File: src/hdl/rspi_pkg.sv
// ----------------------------------------------------------------------------
// rspi_pkg: shared widths, codes and types for the ray/object intersect block
// Fixed-point word sizes, internal datapath widths, object kind codes and the
// structs that travel between the front queue, the math pipe and the dividers.
// ----------------------------------------------------------------------------
package rspi_pkg;

    localparam int WORD_BITS  = 32;
    localparam int FRAC_BITS  = 16;
    localparam int ACT_W      = 2;
    localparam int CFG_IDX_W  = 2;
    localparam int N_VEC_WORDS = 9;

    localparam int T_W        = WORD_BITS + 1;             // origin minus center
    localparam int DIAM_W     = WORD_BITS - 1;
    localparam int DOT_W      = 2 * WORD_BITS + 4;         // dot products
    localparam int C4_W       = DOT_W + 2;                 // 4*T.T - d*d
    localparam int HALF_W     = WORD_BITS + 4;             // multiplier slice
    localparam int MAG_W      = 2 * HALF_W;                // magnitudes split in two
    localparam int SQ_W       = 2 * MAG_W;                 // wide products
    localparam int Q_W        = 2 * DOT_W - 2;             // discriminant
    localparam int X_W        = Q_W + 2 * FRAC_BITS;       // square root operand
    localparam int ROOT_W     = X_W / 2;
    localparam int NUM_W      = DOT_W + FRAC_BITS + 2;     // dividend
    localparam int DEN_W      = DOT_W;                     // divisor
    localparam int QUO_W      = WORD_BITS;
    localparam int DIV_LAT    = QUO_W + 2;

    localparam int IN_DATA_W  = ((N_VEC_WORDS * WORD_BITS + DIAM_W + 7) / 8) * 8;
    localparam int OUT_DATA_W = 2 * WORD_BITS;

    localparam logic [ACT_W-1:0] ACT_SPHERE = ACT_W'(0);
    localparam logic [ACT_W-1:0] ACT_PLANE  = ACT_W'(1);

    localparam logic [CFG_IDX_W-1:0] CFG_ORIGIN_X = CFG_IDX_W'(0);
    localparam logic [CFG_IDX_W-1:0] CFG_ORIGIN_Y = CFG_IDX_W'(1);
    localparam logic [CFG_IDX_W-1:0] CFG_ORIGIN_Z = CFG_IDX_W'(2);

    typedef logic [2:0][WORD_BITS-1:0] vec_t;

    typedef struct packed {
        logic                  sphere;
        logic                  plane;
        vec_t                  d;
        logic [2:0][T_W-1:0]   t;
        vec_t                  n;
        logic [DIAM_W-1:0]     diam;
    } item_t;

    typedef struct packed {
        logic                     miss;
        logic                     plane;
        logic signed [NUM_W-1:0]  base;
        logic [DEN_W-1:0]         den;
    } sq_side_t;

    typedef struct packed {
        logic miss;
        logic plane;
    } res_flags_t;

endpackage

File: src/hdl/rspi_front.sv
// ----------------------------------------------------------------------------
// rspi_front: input queue and object classification
// Splits the input request into fields, forms origin minus center, decodes the
// object kind and holds up to two classified requests for the math pipe.
// ----------------------------------------------------------------------------
module rspi_front (
    input  logic                              aclk,
    input  logic                              aresetn,
    input  logic                              s_tvalid,
    output logic                              s_tready,
    input  logic [rspi_pkg::IN_DATA_W-1:0]    s_tdata,
    input  logic [rspi_pkg::ACT_W-1:0]        s_tuser,
    input  rspi_pkg::vec_t                    origin,
    input  logic                              pop_en,
    output logic                              q_valid,
    output rspi_pkg::item_t                   q_item
);
    import rspi_pkg::*;

    localparam int Q_DEPTH = 2;

    item_t      ent_reg [Q_DEPTH];
    logic       wr_ptr_reg, rd_ptr_reg;
    logic [1:0] cnt_reg, cnt_next;
    item_t      item_next;
    logic       push, pop;

    always_comb begin
        item_next = '0;
        for (int j = 0; j < 3; j++) begin
            item_next.d[j] = s_tdata[j * WORD_BITS +: WORD_BITS];
            item_next.n[j] = s_tdata[(6 + j) * WORD_BITS +: WORD_BITS];
            item_next.t[j] = {origin[j][WORD_BITS-1], origin[j]}
                           - {s_tdata[(4 + j) * WORD_BITS - 1],
                              s_tdata[(3 + j) * WORD_BITS +: WORD_BITS]};
        end
        item_next.diam = s_tdata[N_VEC_WORDS * WORD_BITS +: DIAM_W];
        unique case (s_tuser)
            ACT_SPHERE: item_next.sphere = 1'b1;
            ACT_PLANE:  item_next.plane  = 1'b1;
            default: ;
        endcase
    end

    assign s_tready = (cnt_reg != 2'(Q_DEPTH));
    assign q_valid  = (cnt_reg != 2'd0);
    assign q_item   = ent_reg[rd_ptr_reg];
    assign push     = s_tvalid && s_tready;
    assign pop      = pop_en && q_valid;
    assign cnt_next = cnt_reg + 2'(push) - 2'(pop);

    always_ff @(posedge aclk) begin
        if (!aresetn) begin
            wr_ptr_reg <= 1'b0;
            rd_ptr_reg <= 1'b0;
            cnt_reg    <= 2'd0;
        end else begin
            if (push) wr_ptr_reg <= !wr_ptr_reg;
            if (pop)  rd_ptr_reg <= !rd_ptr_reg;
            cnt_reg <= cnt_next;
        end
    end

    always_ff @(posedge aclk) begin
        if (push) ent_reg[wr_ptr_reg] <= item_next;
    end

endmodule

File: config.mk
export PLATFORM = sky130hd
export DESIGN_NAME = rspi_front
export DESIGN_NICKNAME = d
export VERILOG_FILES = /design/src/hdl/rspi_pkg.sv /design/src/hdl/rspi_front.sv
export SDC_FILE = /design/constraint.sdc
export NUM_CORES = 1
export LEC_CHECK = 0
export BUFFER_PORTS_ARGS = -buffer_cell sky130_fd_sc_hd__buf_2
export CORE_ASPECT_RATIO = 0.6
export CORE_MARGIN = 2
export CORE_UTILIZATION = 30
export CTS_CLUSTER_SIZE = 24
export DETAILED_ROUTE_END_ITERATION = 10
export PLACE_DENSITY = 0.57
export SYNTH_ARGS = -nofsm -noshare
export SYNTH_HDL_FRONTEND = slang
export SYNTH_SLANG_ARGS = --single-unit
File: constraint.sdc
create_clock -name aclk -period 22.2 [get_ports aclk]
set_clock_uncertainty 0.2 [all_clocks]
set_input_delay 2.22 -clock aclk [delete_from_list [all_inputs] [get_ports aclk]]
set_output_delay 2.22 -clock aclk [all_outputs]
set_load 0.05 [all_outputs]
# Word-level counts from Yosys, hierarchy flattened
# Memories as Yosys holds them, arrays and structs flattened. A register that Yosys moved wholly into a read port is not among the register bits.
# Index checks and enable logic that the tools add are counted.
[classes]
n_eq_ne = 2
n_mux = 6
reduce_logical = 6
addsub = 5
[ops]
columns = ["op", "n"]
rows = [
  ["32-bit by 32-bit subtractor with 33-bit output", 3],
  ["1-bit two-way mux", 6],
  ["2-bit by 1-bit adder with 2-bit output", 1],
  ["2-bit by 1-bit == test with 1-bit output, second input constant", 1],
  ["1-bit logical AND", 2],
  ["1-bit zero test", 2],
  ["2-bit zero test", 1],
  ["2-bit != test, second input constant", 1],
  ["2-bit nonzero test", 1],
  ["2-bit by 1-bit subtractor with 2-bit output", 1],
]
[totals]
memories = 1
out_inout_bits = 326
ff_bits = 4
ramBits = 648
[memory_table]
columns = ["name", "depth", "word_bits", "read_ports", "rd_clocked_by_memory_dff", "write_ports", "line_no", "source"]
rows = [
  ["ent_reg", 2, 324, 1, 1, 1, "rspi_front.sv:22", "item_t ent_reg [Q_DEPTH];"],
]

# Logic depth before layout (Yosys ltp)
[depth]
ltp_word = 4
ltp_mapped = 11
mapped_depth_nobuf = 11

# Worst setup path before layout
# No wires, ideal clock.
[synth_path]
path_kind = "input-to-reg"
start = "input port s_tvalid"
end = "register wr_ptr_reg"
setup_slack_ns = 5.144
t_required_ns = 21.878
cell_stages = 3
path_buffers = 0
arrival_ns = 16.734
cell_sequence = "nand2_1 nor2_1 o21a_1"
[synth_between]
elab_chain_cells = 1
[synth_rtl]
columns = ["item", "line_no", "source"]
rows = [
  ["start: declaration", "rspi_front.sv:9", "input logic s_tvalid,"],
  ["1-bit logical AND", "rspi_front.sv:48", "assign push = s_tvalid && s_tready;"],
  ["end signal: assignment", "rspi_front.sv:58", "if (push) wr_ptr_reg <= !wr_ptr_reg;"],
  ["end: declaration", "rspi_front.sv:23", "logic wr_ptr_reg, rd_ptr_reg;"],
]
# Every way passes these cells.
# A chain may end at the register's enable or synchronous reset.

==> flow_results.xml <==
<?xml version="1.0" encoding="UTF-8"?>
<metrics>
  <group name="synthesis">
    <metric name="synth-edff-count" unit="">648</metric>
    <metric name="synth-async-reset-ratio" unit="%">0</metric>
    <metric name="postSynthAreaPerCell" unit="um^2">15.8</metric>
    <metric name="synth_cell_types" unit="">70</metric>
    <metric name="ys_dominant_reg_cell" unit="">sky130_fd_sc_hd__edfxtp_1</metric>
    <metric name="synth_fp_nets" unit="">2352</metric>
    <metric name="synth.ff_latch_count" unit="">653</metric>
    <metric name="ys.warnings.count" unit="">0</metric>
    <metric name="post_synth_inst_count" unit="">1829</metric>
    <metric name="synth.cell_area" unit="um^2">28900</metric>
    <metric name="synth_seq_area_share" unit="%">67.7</metric>
  </group>
  <group name="routing">
    <metric name="post_detailed_route_via_to_cell_ratio" unit="">4.66</metric>
    <metric name="drt-initial-drc-count" unit="">993</metric>
    <metric name="drt_pre_antenna_iters" unit="">5</metric>
    <metric name="wl" unit="mm">75.4</metric>
    <metric name="remaining_drc_errors" unit="">0</metric>
    <metric name="route.vias.total" unit="">18300</metric>
    <metric name="drtAntennaViolNets" unit="">0</metric>
    <metric name="average_routed_wire_per_standard_cell" unit="um">19.2</metric>
  </group>
  <group name="power">
    <metric name="static-leakage-power" unit="nW">14.2</metric>
    <metric name="power_per_cell_area" unit="nW/um^2">118</metric>
    <metric name="finalPower" unit="W">0.00427</metric>
    <metric name="vdd_ir_drop_max" unit="mV">0.0679</metric>
  </group>
  <group name="die">
    <metric name="placeableCoreArea" unit="um^2">95800</metric>
    <metric name="dieArea" unit="um^2">98800</metric>
    <metric name="die_outline_height" unit="um">244</metric>
    <metric name="die_width" unit="um">405</metric>
    <metric name="floorplan.rows" unit="">88</metric>
    <metric name="ios" unit="">748</metric>
    <metric name="initial_util" unit="%">30.1</metric>
  </group>
  <group name="timing">
    <metric name="period_share" unit="%">30.4</metric>
    <metric name="max-slew-margin-rel" unit="%">27.5</metric>
    <metric name="drv_slew" unit="">0</metric>
    <metric name="timing_worst_slew_pin_value" unit="ns">1.09</metric>
    <metric name="count_of_endpoints_failing_setup_in_the_final_report" unit="">0</metric>
    <metric name="grt_setup_unrepaired" unit="">no</metric>
    <metric name="fin_setup_tns" unit="ns">0</metric>
    <metric name="final.min_clock_period" unit="ns">6.75</metric>
    <metric name="hold_viol_final" unit="">0</metric>
    <metric name="max_freq" unit="MHz">148</metric>
    <metric name="setup_slack" unit="ns">15.45</metric>
  </group>
  <group name="clocking">
    <metric name="clkSlewWorstSetupHoldPaths" unit="ns">0.06</metric>
    <metric name="cts.sinks" unit="">653</metric>
    <metric name="cts-hold-fix-buffers" unit="">0</metric>
    <metric name="post_cts_setup_bufs" unit="">0</metric>
    <metric name="cts_tree" unit="">yes</metric>
    <metric name="cts_max_level" unit="">3</metric>
    <metric name="clk_latency" unit="ns">0.62</metric>
    <metric name="cts_made_buffers" unit="">66</metric>
    <metric name="clk_path_buf_depth" unit="">3</metric>
    <metric name="cts_root_buffer" unit="">sky130_fd_sc_hd__clkbuf_16</metric>
    <metric name="cts_repair_resize_count" unit="">0</metric>
  </group>
  <group name="placed_design">
    <metric name="dp_worst_setup_slack" unit="ns">16.10</metric>
    <metric name="post_dp_cell_area" unit="um^2">34100</metric>
    <metric name="number_of_buffer_cells_added_on_primary_ports" unit="">746</metric>
    <metric name="placed_cells" unit="">3796</metric>
    <metric name="hpwlAfterDp" unit="mm">55.8</metric>
    <metric name="gpl.final_weighted_congestion" unit="">0.897</metric>
  </group>
  <group name="critical_path">
    <metric name="setup.worst_path.start_class" unit="">register</metric>
    <metric name="timing.critical_path.fanout_max" unit="">76</metric>
    <metric name="nature_of_the_critical_path_endpoint" unit="">output pin</metric>
    <metric name="timing.setup.critical_path_class" unit="">register to output pin</metric>
    <metric name="timing.critical_path.arrival" unit="ns">4.33</metric>
    <metric name="worst_ep_required_time" unit="ns">19.78</metric>
  </group>
  <group name="global_route">
    <metric name="grt_pass1_wl" unit="mm">111</metric>
    <metric name="grt.met1_usage" unit="%">18.7</metric>
    <metric name="maximum_number_of_pins_on_one_net_before_global_route_repair" unit="">145</metric>
    <metric name="number_of_antenna_violations_at_the_first_check_in_global_routing" unit="">17</metric>
    <metric name="grt_busiest_layer" unit="">met2</metric>
    <metric name="grt_overflow" unit="">0</metric>
    <metric name="grt_usage" unit="%">14.6</metric>
    <metric name="globalRouteMet2Util" unit="%">24.1</metric>
    <metric name="first_global_vias" unit="">18300</metric>
    <metric name="groute.layer.met3.usage" unit="%">4.12</metric>
  </group>
  <group name="flow_run">
    <metric name="maxcap_viol_count" unit="">0</metric>
  </group>
  <group name="layout">
    <metric name="finish.instance_area" unit="um^2">36300</metric>
    <metric name="nets" unit="">3127</metric>
    <metric name="fin_cells" unit="">3927</metric>
    <metric name="layout_commonest_cell" unit="">sky130_fd_sc_hd__buf_2</metric>
    <metric name="most-common-layout-cells" unit="">sky130_fd_sc_hd__buf_2, sky130_fd_sc_hd__edfxtp_1, sky130_fd_sc_hd__mux2_2</metric>
    <metric name="layout-drive-gt1-share" unit="%">45.5</metric>
    <metric name="synthToLayoutAreaGrowth" unit="%">25.8</metric>
    <metric name="largest_reg_flops" unit="">648</metric>
    <metric name="regArea" unit="um^2">19600</metric>
    <metric name="fill_cells" unit="">9116</metric>
    <metric name="multi_input_comb_area" unit="um^2">8660</metric>
  </group>
  <group name="outcome">
    <metric name="run_status" unit="">finished, final reports clean</metric>
  </group>
  <group name="worst_hold_path">
    <metric name="min_path_type" unit="">register to register</metric>
  </group>
</metrics>
-- stage by stage --
stage                     util, %  hold slack [ns]
after floorplan                 -            0.304
after global placement       35.6            0.325
after detailed placement     35.6            0.332
after CTS                    37.9            0.352
after global routing         37.9            0.388
final                        37.9            0.351
-- routing by layer --
metal,up-vias,part of all wire [%]
met1,9047,42
met4,8,2.2
li1,8520,-
met3,116,7.2
met5,-,0.074
met2,600,48
-- layout make-up --
type	count	share of cell area (%)
diodes	10	0.0689
clock buffers	79	4.74
clock inverters	42	1.27
inverters	127	1.31
multi-input cells	997	23.8
flip-flops and latches	653	53.9
well taps	1260	4.34
repair buffers	759	10.6
-- Yosys cell counts (all sizes together) (4+ instances only) --
cell type	count	area, um^2
nor2b	17	106
or3	5	31.3
dfxtp	5	100
xor2	29	254
a31oi	14	124
a21o	40	300
o211ai	4	30.0
xnor2	57	499
nor2	43	164
o311ai	4	35.0
and3	12	75.1
nand4	19	125
mux2	324	3650
o22ai	4	25.0
nand2b	11	68.8
o2111ai	4	35.0
nor3	11	55.1
o21a	14	105
nand2	59	221
nor3b	4	30.0
and2	7	46.3
inv	127	477
a211oi	8	75.1
and4	4	35.0
clkbuf	51	191
nand3	25	130
ha	98	1230
a21oi	79	403
edfxtp	648	19500
o21bai	15	120
o21ai	46	238
-- worst paths after layout --
kind	from	endpoint	slack [ns]	cells past startpoint
hold reg to reg	rd_ptr_reg$_SDFFE_PN0P_	register	0.35	2
hold / removal	rd_ptr_reg$_SDFFE_PN0P_	register	0.35	2
setup / recovery	register	q_item[72]	15.45	4
setup reg to reg	cnt_reg[0]$_SDFF_PN0_	ent_reg[1][68]$_DFFE_PP_	18.00	5
-- critical path: stages (launching register included) --
cell                      delay, ns
sky130_fd_sc_hd__dfxtp_4       1.01
sky130_fd_sc_hd__buf_4         0.84
sky130_fd_sc_hd__buf_4         0.92
sky130_fd_sc_hd__mux2_2        0.43
sky130_fd_sc_hd__buf_2         0.23
-- cells by family after synthesis --
group / synth area share (%)
fa+ha+maj: 4.45
flops: 67.7
mux: 12.7
buf+inv: 2.33
compound gates: 6.17
xor+xnor: 2.61
simple gates: 4.00
-- report_power, final --
group | total [W] | internal [W] | switching, W | leakage, nW
Sequential | 0.00161 | 0.00156 | 0.0000474 | 6.10
Clock | 0.00113 | 0.000645 | 0.000483 | 1.06
Combinational | 0.00153 | 0.000418 | 0.00112 | 7.07
Total | 0.00427 | 0.00263 | 0.00165 | 14.2
(Power assumes the default switching activity.)
